[src/rtl/atas_pkg.sv]
// Package for the airtime-aware transmit scheduler.
// Holds mode, packet-kind and register-index codes and the configuration
// and result structs. No dependencies.
package atas_pkg;

    localparam int SLOT_WIDTH = 16;
    localparam int KIND_WIDTH = 3;
    localparam int MODE_WIDTH = 3;
    localparam int RPT_WIDTH  = 8;
    localparam int CFG_INDEX_WIDTH = 3;
    localparam int CFG_DATA_WIDTH  = 64;

    // Mode codes; any other code behaves as hybrid
    localparam logic [MODE_WIDTH-1:0] SEL_BEACON  = 3'd0;
    localparam logic [MODE_WIDTH-1:0] SEL_DENSE   = 3'd1;
    localparam logic [MODE_WIDTH-1:0] SEL_MIXED   = 3'd2;
    localparam logic [MODE_WIDTH-1:0] SEL_BURST   = 3'd3;
    localparam logic [MODE_WIDTH-1:0] SEL_MAXRATE = 3'd4;
    localparam logic [MODE_WIDTH-1:0] SEL_SILENT  = 3'd5;

    // Packet kinds
    localparam logic [KIND_WIDTH-1:0] KIND_NONE    = 3'd0;
    localparam logic [KIND_WIDTH-1:0] KIND_BEACON  = 3'd1;
    localparam logic [KIND_WIDTH-1:0] KIND_DENSE   = 3'd2;
    localparam logic [KIND_WIDTH-1:0] KIND_COMPACT = 3'd3;
    localparam logic [KIND_WIDTH-1:0] KIND_EVENT   = 3'd4;
    localparam logic [KIND_WIDTH-1:0] KIND_CURVE   = 3'd5;

    // Register indexes
    localparam logic [CFG_INDEX_WIDTH-1:0] REG_MODE_SELECT       = 3'd0;
    localparam logic [CFG_INDEX_WIDTH-1:0] REG_PHASE_RATES       = 3'd1;
    localparam logic [CFG_INDEX_WIDTH-1:0] REG_EVENT_PHASE_RATES = 3'd2;
    localparam logic [CFG_INDEX_WIDTH-1:0] REG_AIRTIME_MINS_A    = 3'd3;
    localparam logic [CFG_INDEX_WIDTH-1:0] REG_AIRTIME_MINS_B    = 3'd4;
    localparam logic [CFG_INDEX_WIDTH-1:0] REG_DENSE_FLOOR       = 3'd5;
    localparam logic [CFG_INDEX_WIDTH-1:0] REG_REPEAT_COUNT      = 3'd6;
    localparam logic [CFG_INDEX_WIDTH-1:0] REG_REPEAT_GAP        = 3'd7;

    localparam logic [RPT_WIDTH-1:0] REPEAT_COUNT_RESET = 8'd3;

    // Configuration as seen by the decision logic, slots already masked
    typedef struct packed {
        logic [MODE_WIDTH-1:0]      mode;
        logic [3:0][SLOT_WIDTH-1:0] phase_rates;
        logic [3:0][SLOT_WIDTH-1:0] event_rates;
        logic [SLOT_WIDTH-1:0]      min_beacon;
        logic [SLOT_WIDTH-1:0]      min_dense;
        logic [SLOT_WIDTH-1:0]      min_compact;
        logic [SLOT_WIDTH-1:0]      min_event;
        logic [SLOT_WIDTH-1:0]      min_curve;
        logic [SLOT_WIDTH-1:0]      dense_floor;
        logic [RPT_WIDTH-1:0]       repeat_count;
        logic [SLOT_WIDTH-1:0]      repeat_gap;
    } cfg_t;

    typedef struct packed {
        logic [KIND_WIDTH-1:0] send_kind;
        logic                  pop_event;
        logic [SLOT_WIDTH-1:0] interval_used;
    } result_t;

    function automatic logic [SLOT_WIDTH-1:0] at_least(
        input logic [SLOT_WIDTH-1:0] desired,
        input logic [SLOT_WIDTH-1:0] minimum
    );
        return (desired > minimum) ? desired : minimum;
    endfunction

endpackage

[src/rtl/airtime_aware_tx_scheduler.sv]
// Airtime-aware transmit scheduler: one result item per tick item.
// The result passes the input register, then the decision logic into the result
// register. Throughput: one item per cycle while m_ready is high, set by the
// combinational decision path; the result register decouples stalls.
// Reset (aresetn low, synchronous) clears all last-send times and repeats,
// empties both registers and returns configuration to its reset values.
module airtime_aware_tx_scheduler #(
    parameter int TIME_WIDTH     = 32,
    parameter int INTERVAL_WIDTH = 16
) (
    input  logic                                 aclk,
    input  logic                                 aresetn,
    input  logic                                 cfg_we,
    input  logic [atas_pkg::CFG_INDEX_WIDTH-1:0] cfg_index,
    input  logic [atas_pkg::CFG_DATA_WIDTH-1:0]  cfg_wdata,
    input  logic                                 s_valid,
    output logic                                 s_ready,
    input  logic [TIME_WIDTH-1:0]                s_now_ms,
    input  logic                                 s_phase_valid,
    input  logic [2:0]                           s_flight_phase,
    input  logic                                 s_event_pending,
    output logic                                 m_valid,
    input  logic                                 m_ready,
    output logic [atas_pkg::KIND_WIDTH-1:0]      m_send_kind,
    output logic                                 m_pop_event,
    output logic [atas_pkg::SLOT_WIDTH-1:0]      m_interval_used
);
    import atas_pkg::*;

    cfg_t    cfg;
    result_t result;

    logic                  in_valid_reg;
    logic [TIME_WIDTH-1:0] in_now_reg;
    logic                  in_phase_valid_reg;
    logic [2:0]            in_phase_reg;
    logic                  in_pending_reg;
    logic                  out_valid_reg, out_valid_next;
    result_t               out_reg;
    logic                  adv;

    // move the held item into the result register when it is free or draining
    assign adv     = in_valid_reg && (!out_valid_reg || m_ready);
    assign s_ready = !in_valid_reg || adv;

    atas_cfg #(
        .INTERVAL_WIDTH(INTERVAL_WIDTH)
    ) u_cfg (
        .aclk     (aclk),
        .aresetn  (aresetn),
        .cfg_we   (cfg_we),
        .cfg_index(cfg_index),
        .cfg_wdata(cfg_wdata),
        .cfg      (cfg)
    );

    atas_core #(
        .TIME_WIDTH(TIME_WIDTH)
    ) u_core (
        .aclk         (aclk),
        .aresetn      (aresetn),
        .adv          (adv),
        .cfg          (cfg),
        .now_ms       (in_now_reg),
        .phase_valid  (in_phase_valid_reg),
        .flight_phase (in_phase_reg),
        .event_pending(in_pending_reg),
        .result       (result)
    );

    always_ff @(posedge aclk) begin
        if (!aresetn) begin
            in_valid_reg <= 1'b0;
        end else if (s_ready) begin
            in_valid_reg <= s_valid;
        end
    end

    always_ff @(posedge aclk) begin
        if (s_valid && s_ready) begin
            in_now_reg         <= s_now_ms;
            in_phase_valid_reg <= s_phase_valid;
            in_phase_reg       <= s_flight_phase;
            in_pending_reg     <= s_event_pending;
        end
    end

    always_comb begin
        if (adv) begin
            out_valid_next = 1'b1;
        end else if (m_ready) begin
            out_valid_next = 1'b0;
        end else begin
            out_valid_next = out_valid_reg;
        end
    end

    always_ff @(posedge aclk) begin
        if (!aresetn) begin
            out_valid_reg <= 1'b0;
        end else begin
            out_valid_reg <= out_valid_next;
        end
    end

    always_ff @(posedge aclk) begin
        if (adv) begin
            out_reg <= result;
        end
    end

    assign m_valid         = out_valid_reg;
    assign m_send_kind     = out_reg.send_kind;
    assign m_pop_event     = out_reg.pop_event;
    assign m_interval_used = out_reg.interval_used;

endmodule

[src/rtl/atas_cfg.sv]
// Configuration register file of the transmit scheduler.
// Plain write port; presents the settings as one cfg_t, slots masked.
// Depends on atas_pkg.
module atas_cfg #(
    parameter int INTERVAL_WIDTH = 16
) (
    input  logic                                 aclk,
    input  logic                                 aresetn,
    input  logic                                 cfg_we,
    input  logic [atas_pkg::CFG_INDEX_WIDTH-1:0] cfg_index,
    input  logic [atas_pkg::CFG_DATA_WIDTH-1:0]  cfg_wdata,
    output atas_pkg::cfg_t                       cfg
);
    import atas_pkg::*;

    localparam int SLOT_BITS = (INTERVAL_WIDTH < SLOT_WIDTH) ? INTERVAL_WIDTH : SLOT_WIDTH;
    localparam logic [SLOT_WIDTH:0] SLOT_ONE = 1;
    localparam logic [SLOT_WIDTH-1:0] SLOT_MASK =
        SLOT_WIDTH'((SLOT_ONE << SLOT_BITS) - SLOT_ONE);

    logic [MODE_WIDTH-1:0]      mode_reg;
    logic [63:0]                phase_rates_reg;
    logic [63:0]                event_rates_reg;
    logic [47:0]                mins_a_reg;
    logic [31:0]                mins_b_reg;
    logic [SLOT_WIDTH-1:0]      dense_floor_reg;
    logic [RPT_WIDTH-1:0]       repeat_count_reg;
    logic [SLOT_WIDTH-1:0]      repeat_gap_reg;

    always_ff @(posedge aclk) begin
        if (!aresetn) begin
            mode_reg         <= SEL_SILENT;
            phase_rates_reg  <= '0;
            event_rates_reg  <= '0;
            mins_a_reg       <= '0;
            mins_b_reg       <= '0;
            dense_floor_reg  <= '0;
            repeat_count_reg <= REPEAT_COUNT_RESET;
            repeat_gap_reg   <= '0;
        end else if (cfg_we) begin
            case (cfg_index)
                REG_MODE_SELECT:       mode_reg         <= cfg_wdata[MODE_WIDTH-1:0];
                REG_PHASE_RATES:       phase_rates_reg  <= cfg_wdata;
                REG_EVENT_PHASE_RATES: event_rates_reg  <= cfg_wdata;
                REG_AIRTIME_MINS_A:    mins_a_reg       <= cfg_wdata[47:0];
                REG_AIRTIME_MINS_B:    mins_b_reg       <= cfg_wdata[31:0];
                REG_DENSE_FLOOR:       dense_floor_reg  <= cfg_wdata[SLOT_WIDTH-1:0];
                REG_REPEAT_COUNT:      repeat_count_reg <= cfg_wdata[RPT_WIDTH-1:0];
                REG_REPEAT_GAP:        repeat_gap_reg   <= cfg_wdata[SLOT_WIDTH-1:0];
                default: ;
            endcase
        end
    end

    always_comb begin
        cfg.mode = mode_reg;
        for (int k = 0; k < 4; k++) begin
            cfg.phase_rates[k] = phase_rates_reg[k*SLOT_WIDTH +: SLOT_WIDTH] & SLOT_MASK;
            cfg.event_rates[k] = event_rates_reg[k*SLOT_WIDTH +: SLOT_WIDTH] & SLOT_MASK;
        end
        cfg.min_beacon   = mins_a_reg[15:0]  & SLOT_MASK;
        cfg.min_dense    = mins_a_reg[31:16] & SLOT_MASK;
        cfg.min_compact  = mins_a_reg[47:32] & SLOT_MASK;
        cfg.min_event    = mins_b_reg[15:0]  & SLOT_MASK;
        cfg.min_curve    = mins_b_reg[31:16] & SLOT_MASK;
        cfg.dense_floor  = dense_floor_reg & SLOT_MASK;
        cfg.repeat_count = repeat_count_reg;
        cfg.repeat_gap   = repeat_gap_reg & SLOT_MASK;
    end

endmodule

[src/rtl/atas_core.sv]
// Decision logic and scheduler state: last-send times and burst repeats.
// State advances once per item when adv is high. Depends on atas_pkg.
module atas_core #(
    parameter int TIME_WIDTH = 32
) (
    input  logic                            aclk,
    input  logic                            aresetn,
    input  logic                            adv,
    input  atas_pkg::cfg_t                  cfg,
    input  logic [TIME_WIDTH-1:0]           now_ms,
    input  logic                            phase_valid,
    input  logic [2:0]                      flight_phase,
    input  logic                            event_pending,
    output atas_pkg::result_t               result
);
    import atas_pkg::*;

    logic [TIME_WIDTH-1:0] last_beacon_reg, last_beacon_next;
    logic [TIME_WIDTH-1:0] last_dense_reg,  last_dense_next;
    logic [TIME_WIDTH-1:0] last_curve_reg,  last_curve_next;
    logic [TIME_WIDTH-1:0] last_event_reg,  last_event_next;
    logic [RPT_WIDTH-1:0]  repeats_reg,     repeats_next;

    logic [1:0]            slot;
    logic [SLOT_WIDTH-1:0] rate, erate;
    logic [SLOT_WIDTH-1:0] ivl_b, ivl_d, ivl_c, gap, dgap;
    logic [TIME_WIDTH-1:0] el_b, el_d, el_c, el_e, to_next;

    // Pad slot unless the phase is valid and known
    assign slot  = (phase_valid && flight_phase <= 3'd3) ? flight_phase[1:0] : 2'd0;
    assign rate  = cfg.phase_rates[slot];
    assign erate = cfg.event_rates[slot];

    assign ivl_b = at_least(rate, cfg.min_beacon);
    assign ivl_d = at_least(rate, cfg.min_dense);
    assign ivl_c = at_least(erate, cfg.min_compact);
    assign gap   = at_least(cfg.repeat_gap, cfg.min_event);
    assign dgap  = at_least(cfg.dense_floor, cfg.min_dense);

    assign el_b    = now_ms - last_beacon_reg;
    assign el_d    = now_ms - last_dense_reg;
    assign el_c    = now_ms - last_curve_reg;
    assign el_e    = now_ms - last_event_reg;
    assign to_next = last_beacon_reg + TIME_WIDTH'(ivl_b) - now_ms;

    always_comb begin
        last_beacon_next     = last_beacon_reg;
        last_dense_next      = last_dense_reg;
        last_curve_next      = last_curve_reg;
        last_event_next      = last_event_reg;
        repeats_next         = repeats_reg;
        result.send_kind     = KIND_NONE;
        result.pop_event     = 1'b0;
        result.interval_used = '0;
        case (cfg.mode)
            SEL_BEACON: begin
                result.interval_used = ivl_b;
                if (el_b >= TIME_WIDTH'(ivl_b)) begin
                    result.send_kind = KIND_BEACON;
                    last_beacon_next = now_ms;
                end
            end
            SEL_DENSE: begin
                result.interval_used = ivl_d;
                if (el_d >= TIME_WIDTH'(ivl_d)) begin
                    result.send_kind = KIND_DENSE;
                    last_dense_next  = now_ms;
                end
            end
            SEL_BURST: begin
                result.interval_used = ivl_c;
                if (repeats_reg != '0) begin
                    if (el_e >= TIME_WIDTH'(gap)) begin
                        if (event_pending) begin
                            result.send_kind = KIND_EVENT;
                            last_event_next  = now_ms;
                            repeats_next     = repeats_reg - RPT_WIDTH'(1);
                            // last repeat: pop the event and restart the beacon timer
                            if (repeats_reg == RPT_WIDTH'(1)) begin
                                result.pop_event = 1'b1;
                                last_beacon_next = now_ms;
                            end
                        end else begin
                            // event vanished mid-burst: drop the burst
                            repeats_next = '0;
                        end
                    end
                end else if (event_pending) begin
                    repeats_next    = cfg.repeat_count;
                    last_event_next = '0;
                end else if (el_b >= TIME_WIDTH'(ivl_c)) begin
                    result.send_kind = KIND_COMPACT;
                    last_beacon_next = now_ms;
                end
            end
            SEL_MAXRATE: begin
                result.interval_used = cfg.min_curve;
                if (el_c >= TIME_WIDTH'(cfg.min_curve)) begin
                    result.send_kind = KIND_CURVE;
                    last_curve_next  = now_ms;
                end
            end
            SEL_SILENT: ;
            default: begin
                // hybrid; a beacon also restarts the dense timer
                result.interval_used = ivl_b;
                if (el_b >= TIME_WIDTH'(ivl_b)) begin
                    result.send_kind = KIND_BEACON;
                    last_beacon_next = now_ms;
                    last_dense_next  = now_ms;
                end else if (el_d >= TIME_WIDTH'(dgap) &&
                             to_next > TIME_WIDTH'(cfg.min_dense)) begin
                    result.send_kind = KIND_DENSE;
                    last_dense_next  = now_ms;
                end
            end
        endcase
    end

    always_ff @(posedge aclk) begin
        if (!aresetn) begin
            last_beacon_reg <= '0;
            last_dense_reg  <= '0;
            last_curve_reg  <= '0;
            last_event_reg  <= '0;
            repeats_reg     <= '0;
        end else if (adv) begin
            last_beacon_reg <= last_beacon_next;
            last_dense_reg  <= last_dense_next;
            last_curve_reg  <= last_curve_next;
            last_event_reg  <= last_event_next;
            repeats_reg     <= repeats_next;
        end
    end

endmodule

[config.mk]
export PLATFORM = sky130hd
export DESIGN_NAME = airtime_aware_tx_scheduler
export DESIGN_NICKNAME = d
export VERILOG_FILES = /design/src/rtl/atas_pkg.sv /design/src/rtl/airtime_aware_tx_scheduler.sv /design/src/rtl/atas_cfg.sv /design/src/rtl/atas_core.sv
export SDC_FILE = /design/constraint.sdc
export NUM_CORES = 2
export LEC_CHECK = 0
export ABC_AREA = 1
export BUFFER_PORTS_ARGS = -buffer_cell sky130_fd_sc_hd__buf_2
export CAP_MARGIN = 0
export CORE_MARGIN = 1
export CORE_UTILIZATION = 30
export DETAILED_ROUTE_END_ITERATION = 10
export MAX_ROUTING_LAYER = met4
export RECOVER_POWER = 100
export SYNTH_ARGS = -nofsm -noshare
export SYNTH_HDL_FRONTEND = slang
export SYNTH_SLANG_ARGS = --single-unit
[constraint.sdc]
create_clock -name aclk -period 8.5 [get_ports aclk]
set_input_delay 1.7 -clock aclk [delete_from_list [all_inputs] [get_ports aclk]]
set_output_delay 1.7 -clock aclk [all_outputs]
set_load 0.005 [all_outputs]
Word level (Yosys, flattened, before mapping)

Index checks and enable logic that the tools add are counted.

Add/subtract/negate cells: 7
Magnitude comparators: 14
Equal/unequal tests: 20
Multiplexer cells: 45
Bitwise logic cells: 2
Reduce and logical (&&, ||, !) cells: 31

Operator list:

| cell                  | count |
|---|---|
| $mux W32              | 14 |
| $ge A32 B16 Y1        | 6 |
| $sub A32 B32 Y32      | 5 |
| $pmux W32 S2          | 2 |
| $mux W16              | 7 |
| $gt A16 B16 Y1        | 5 |
| $bmux W16 S2          | 2 |
| $pmux W16 S4          | 1 |
| $add A32 B16 Y32      | 1 |
| $gt A32 B16 Y1        | 1 |
| $mux W8               | 4 |
| $eq A3 B3 Y1 const B  | 6 |
| $reduce_and A2 Y1     | 8 |
| $pmux W3 S5           | 1 |
| $mux W3               | 4 |
| $reduce_and A4 Y1     | 3 |
| $eq A3 B2 Y1 const B  | 3 |
| $ne A3 B3 Y1 const B  | 3 |
| $eq A8 B1 Y1 const B  | 1 |
| $mux W2               | 4 |
| $mux W4               | 2 |
| $reduce_and A8 Y1     | 1 |
| $reduce_bool A8 Y1    | 1 |
| $sub A8 B1 Y8 const B | 1 |
| 19 further kinds      | 33 |

Bits in registers: 446
Input port bits: 109
Output and inout bits: 22
Logic and storage cells: 141

Depth between registers and ports, before layout

Word-level depth: 14
Gate-level depth with buffers: 52
Mapped depth without buffers: 48

By module

Synthesis repeated with hierarchy kept, for this count alone.

Cells, all modules: 6128
Area, all modules: 37699.9 um^2

By module, submodules not included:

| module                     | instances | cells each | area each (um^2) | seq. area each (um^2) |
|---|---|---|---|---|
| atas_core                  | 1         | 4618       | 26003.7          | 2722.6 |
| atas_cfg                   | 1         | 1440       | 9889.5           | 5024.8 |
| airtime_aware_tx_scheduler | 1         | 70         | 1806.7           | 1751.7 |

Worst setup path after synthesis

Ideal clock, no wire load.

Path kind: reg-to-reg
Start: reg in_phase_reg[0]
End: reg u_core.last_dense_reg[1]
Setup time: 0.110 ns
Arrival time: 6.018 ns
Data required time: 8.390 ns
Setup slack: 2.372 ns
Stages on the path, launching flop included: 46
Path buffers: 5
Period minus slack after synthesis: 6.128 ns
Cells stage by stage: edfxtp_1 -> clkbuf_1 -> nand3_1 -> clkbuf_1 -> buf_1 -> nor2_1 -> o21a_1 -> inv_1 -> ha_1 -> inv_1 -> nor2_1 -> nor2_1 -> nor2_1 -> a211oi_1 -> o211ai_1 -> nand2_1 -> o211ai_1 -> nand2_1 -> [10 not listed] -> ha_1 -> a21oi_1 -> o21ai_0 -> nor2_1 -> nand2_1 -> nand2_1 -> nand2_1 -> nor2_1 -> nand2_1 -> nor2_1 -> nand2_1 -> nand2_1 -> nand3_2 -> nand3_2 -> buf_4 -> nand2_1 -> inv_1 -> nor2_1

Longest elaborated chain between the ends: 13
Elaborated cells on any way between the ends: 20
Those cells by class: add/sub: 2; order compare: 6; eq/ne: 1; mux: 7; reduce/logical: 4

RTL lines:

| element                            | line                             | RTL |
|---|---|---|
| from (decl)                        | airtime_aware_tx_scheduler.sv:36 | `logic [2:0] in_phase_reg;` |
| from (signal assigned)             | airtime_aware_tx_scheduler.sv:83 | `in_phase_reg <= s_flight_phase;` |
| $le A3 B2 Y1                       | atas_core.sv:30                  | `assign slot = (phase_valid && flight_phase <= 3'd3) ? flight_phase[1:0] : 2'd0;` |
| $logic_and A1 B1 Y1                | atas_core.sv:30                  |  |
| $mux W2 (*)                        | atas_core.sv:30                  |  |
| $bmux W16 S2 (*)                   | atas_core.sv:31                  | `assign rate = cfg.phase_rates[slot];` |
| $mux W16 (implied by the code) (*) | atas_core.sv:31                  |  |
| $gt A16 B16 Y1                     | atas_pkg.sv:66                   | `return (desired > minimum) ? desired : minimum;` |
| $mux W16                           | atas_pkg.sv:66                   |  |
| $add A32 B16 Y32                   | atas_core.sv:44                  | `assign to_next = last_beacon_reg + TIME_WIDTH'(ivl_b) - now_ms;` |
| $sub A32 B32 Y32                   | atas_core.sv:44                  |  |
| $gt A32 B16 Y1                     | atas_core.sv:112                 | `to_next > TIME_WIDTH'(cfg.min_dense)) begin` |
| $logic_and A1 B1 Y1                | atas_core.sv:111                 | `end else if (el_d >= TIME_WIDTH'(dgap) &&` |
| $reduce_bool A3 Y1 (no line)       | n/a                              |  |
| $reduce_and A4 Y1 (no line)        | n/a                              |  |
| to (signal assigned)               | atas_core.sv:129                 | `last_dense_reg <= last_dense_next;` |
| to (decl)                          | atas_core.sv:19                  | `logic [TIME_WIDTH-1:0] last_dense_reg, last_dense_next;` |

Every way passes the cells marked *; elsewhere a longest branch is shown, timed or not. The select of a mux whose other input is x is not followed.
A chain may end at the register's enable or synchronous reset.

Worst setup path in the final report

Start: reg in_phase_reg[2]
End: reg u_core.last_dense_reg[16]

Longest elaborated chain between the ends: 13
Elaborated cells on any way between the ends: 20
Those cells by class: add/sub: 2; order compare: 6; eq/ne: 1; mux: 7; reduce/logical: 4

RTL lines:

| element                            | line |
|---|---|
| $le A3 B2 Y1 (*)                   | atas_core.sv:30 |
| $logic_and A1 B1 Y1 (*)            | atas_core.sv:30 |
| $mux W2 (*)                        | atas_core.sv:30 |
| $bmux W16 S2 (*)                   | atas_core.sv:31 |
| $mux W16 (implied by the code) (*) | atas_core.sv:31 |
| $gt A16 B16 Y1                     | atas_pkg.sv:66 |
| $mux W16                           | atas_pkg.sv:66 |
| $add A32 B16 Y32                   | atas_core.sv:44 |
| $sub A32 B32 Y32                   | atas_core.sv:44 |
| $gt A32 B16 Y1                     | atas_core.sv:112 |
| $logic_and A1 B1 Y1                | atas_core.sv:111 |
| $reduce_bool A3 Y1 (no line)       | n/a |
| $reduce_and A4 Y1 (no line)        | n/a |

Marked as above.

==> impl_metrics.env <==
export IMPL_outcome="complete, but fails checks"
export IMPL_violations="max-capacitance violations, max-slew violations"
export IMPL_reg2reg_depth=42
export IMPL_die_area_um2=118000
export IMPL_routed_via_count=35600
export IMPL_drt_wirelength_per_cell_um=19.3
export IMPL_hold_viol_final=0
export IMPL_cp_arrival_ns=8.46
export IMPL_endpoint_kind="flip-flop"
export IMPL_gr_total_overflow=0
export IMPL_clk_pin_slew_ns=0.06
export IMPL_slew_violations=619
export IMPL_grt_pass1_wl_mm=203
export IMPL_synth_edf_count=57
export IMPL_track_usage=0.233
export IMPL_r2r_end="u_core.last_dense_reg[16]"
export IMPL_multi_input_area_um2=21700
export IMPL_criticalPathCategory="reg -> reg"
export IMPL_ys_seq_area_frac=0.271
export IMPL_clk_path_buf_depth=3
export IMPL_start_util=0.302
export IMPL_finClkSkew_ns=0.0539
export IMPL_root_buffer="clkbuf_16"
export IMPL_setup_viol=0
export IMPL_syn2layout_area_growth_pct=11.3
export IMPL_yosysWarningCount=0
export IMPL_synth_avg_cell_area_um2=6.42
export IMPL_cts_buffers=52
export IMPL_hp_class="reg -> reg"
export IMPL_synth_seq_cells=446
export IMPL_ant_nets=0
export IMPL_globalplace_congestion=0.973
export IMPL_syn_nets=5962
export IMPL_die_height_um=344
export IMPL_synth_ff_type="dfxtp_1"
export IMPL_whs_path_depth=2
export IMPL_cts_tree="yes"
export IMPL_fin_crit_sh=0.926
export IMPL_hold_start="u_cfg.event_rates_reg[31]"
export IMPL_power_leakage_nw=18.8
export IMPL_portBuffers=130
export IMPL_min_period_ns=7.87
export IMPL_hold_end="u_cfg.event_rates_reg[31]"
export IMPL_drc=0
export IMPL_hpwl_mm=108
export IMPL_num_nets_final=6021
export IMPL_intPower_w=0.00429
export IMPL_totalPowerFinal_w=0.00673
export IMPL_post_cts_setup_buffers=0
export IMPL_synth_area_um2=35100
export IMPL_ir_drop_uv=168
export IMPL_coreArea_um2=116000
export IMPL_grt_pass1_vias=32700
export IMPL_pwr_share_comb=0.300
export IMPL_rsz0062_at_grt="no"
export IMPL_antenna_found_initial=10
export IMPL_cp_required_ns=9.09
export IMPL_final_seq_area_um2=9500
export IMPL_p_sw_frac=0.362
export IMPL_max_stage_delay_ns=0.62
export IMPL_synth_cell_types=61
export IMPL_die_w_um=344
export IMPL_drive_above_1_share=0.0562
export IMPL_r2r_start="in_phase_reg[2]"
export IMPL_clock_sinks=446
export IMPL_p_switching_w=0.00244
export IMPL_avgViaCountPerCell=5.01
export IMPL_io_pins=131
export IMPL_regToRegSetupSlack_ns=0.63
export IMPL_rows=125
export IMPL_cap_violations=11
export IMPL_fmax_ghz=0.127
export IMPL_num_fill_cells=12800
export IMPL_cp_slowest_cell="o21ai_0"
export IMPL_wirelength_mm=137
export IMPL_path_max_fanout=32
export IMPL_path_common_cell="nand2_1"
export IMPL_worst_pin_slew_ns=3.50
export IMPL_slew_limit_headroom=-1.33
export IMPL_h_tree_depth=2
export IMPL_p_per_area_nw_per_um2=172
export IMPL_postSynthCellCount=5468
export IMPL_dr_pass1_iters=5
export IMPL_fin_setup_tns_ns=0
export IMPL_clockPowerShare=0.364
export IMPL_clk_latency_ns=0.67
export IMPL_grt_max_degree=114
export IMPL_synth_async_reset_ratio=0
export IMPL_p_seq_frac=0.336
export IMPL_start_kind="flip-flop"
export IMPL_drtIter0Drc=3344
-- cells in the mapped netlist, drive strengths merged (6+ instances only) --
library cell	count	area, um^2
edfxtp	57	1710
buf	38	263
a21boi	9	67.6
o21bai	16	120
ha	365	4570
clkinv	14	52.6
a22o	19	166
a22oi	7	52.6
a21oi	358	1810
clkbuf	138	518
xor2	75	664
nand2	1352	5120
nand3	189	1010
nor2	807	3080
o21a	24	180
o2111ai	18	158
o211ai	10	75.1
nand4	111	694
xnor2	16	140
nand3b	20	150
fa	20	400
o21ai	448	2250
o22ai	17	106
or2	31	194
a211oi	16	120
a41oi	9	78.8
a21o	6	45.0
inv	810	3040
nor3	48	245
dfxtp	389	7790
nor4	8	50.1
-- cell usage in the layout (no fill, tap or decap), types with 30 or more instances in the layout --
master and count:
edfxtp_1 57, nor3_1 47, nand3_1 180, buf_2 102
a21oi_1 355, dfxtp_1 389, ha_1 365, xor2_1 74
buf_4 40, inv_1 803, clkbuf_16 55, nand4_1 111
or2_2 30, nand2_1 1337, o21ai_0 438, nor2_1 791
clkbuf_1 43
-- logic make-up after synthesis --
| group | Yosys count | synth area share |
|---|---|---|
| flops | 446 | 0.271 |
| fa+ha+maj | 385 | 0.142 |
| buf+inv | 1000 | 0.110 |
| compound gates | 971 | 0.152 |
| xor+xnor | 91 | 0.0229 |
| simple gates | 2575 | 0.302 |
-- power by group through the flow --
stage	sequential, W	combinational [W]	clock, W
finish	0.00226	0.00202	0.00245
global route	0.00226	0.00226	0.00258
CTS	0.00226	0.00199	0.00249
detailed placement	0.00230	0.00198	0
global placement	0.00230	0.00196	0
floorplan	0.00228	0.00133	0
-- worst max path at each step --
stage / from / end / slack, ns / depth (start not counted)
final: in_phase_reg[2] / u_core.last_dense_reg[16] / 0.63 / 42
after floorplan: in_phase_reg[0] / u_core.last_dense_reg[1] / 2.37 / 45
after CTS: in_phase_reg[2] / u_core.last_dense_reg[5] / 0.41 / 47
after detailed placement: in_phase_reg[2] / u_core.last_dense_reg[29] / 0.48 / 43
after global placement: in_phase_reg[2] / u_core.last_dense_reg[20] / 0.62 / 46
after global routing: in_phase_reg[2] / u_core.last_dense_reg[20] / 0.02 / 46
-- per-stage QoR --
step                std cells  utilization  setup WS (ns)  hold WS [ns]  instance area, um^2
global route             7096        0.337         0.0154         0.474                39100
CTS                      7092        0.337          0.411         0.451                39200
detailed placement       6997        0.321          0.479         0.442                37300
finish                   7096        0.337          0.628         0.451                39100
floorplan                5468            -           2.37         0.425                35100
global placement         6997        0.321          0.618         0.437                37300
-- worst max-delay path: cells and delay by family (launching register included) --
kind            cells  cell delay, ns
simple gates       22            2.60
fa+ha+maj           4            1.48
compound gates      9            1.89
xor+xnor            1            0.18
flops               1            0.35
buf+inv             6            1.25
-- what timing repair did --
item | CTS | global route
gates resized for setup | 0 | 2
setup endpoints to repair | 0 | 32
hold buffers | 0 | 0
-- final cells by class --
cell class | count | share of cell area
flip-flops and latches | 446 | 0.243
clock inverters | 25 | 0.00862
multi-input cells | 4022 | 0.556
diodes | 4 | 0.000256
inverters | 824 | 0.0792
repair buffers | 181 | 0.0252
well taps | 1524 | 0.0488
clock buffers | 70 | 0.0387
-- routing by layer --
layer  global-route usage  part of all wire  wire, um  up-vias
li1                     -                 -         -    17800
met1                0.320              0.47     64200    16300
met2                0.355              0.43     59100     1240
met3               0.0272             0.066      9070      217
met4               0.0713             0.034      4600        0
met5                    -                 0         0        -
No activity file was read; power rests on OpenSTA's default activity.
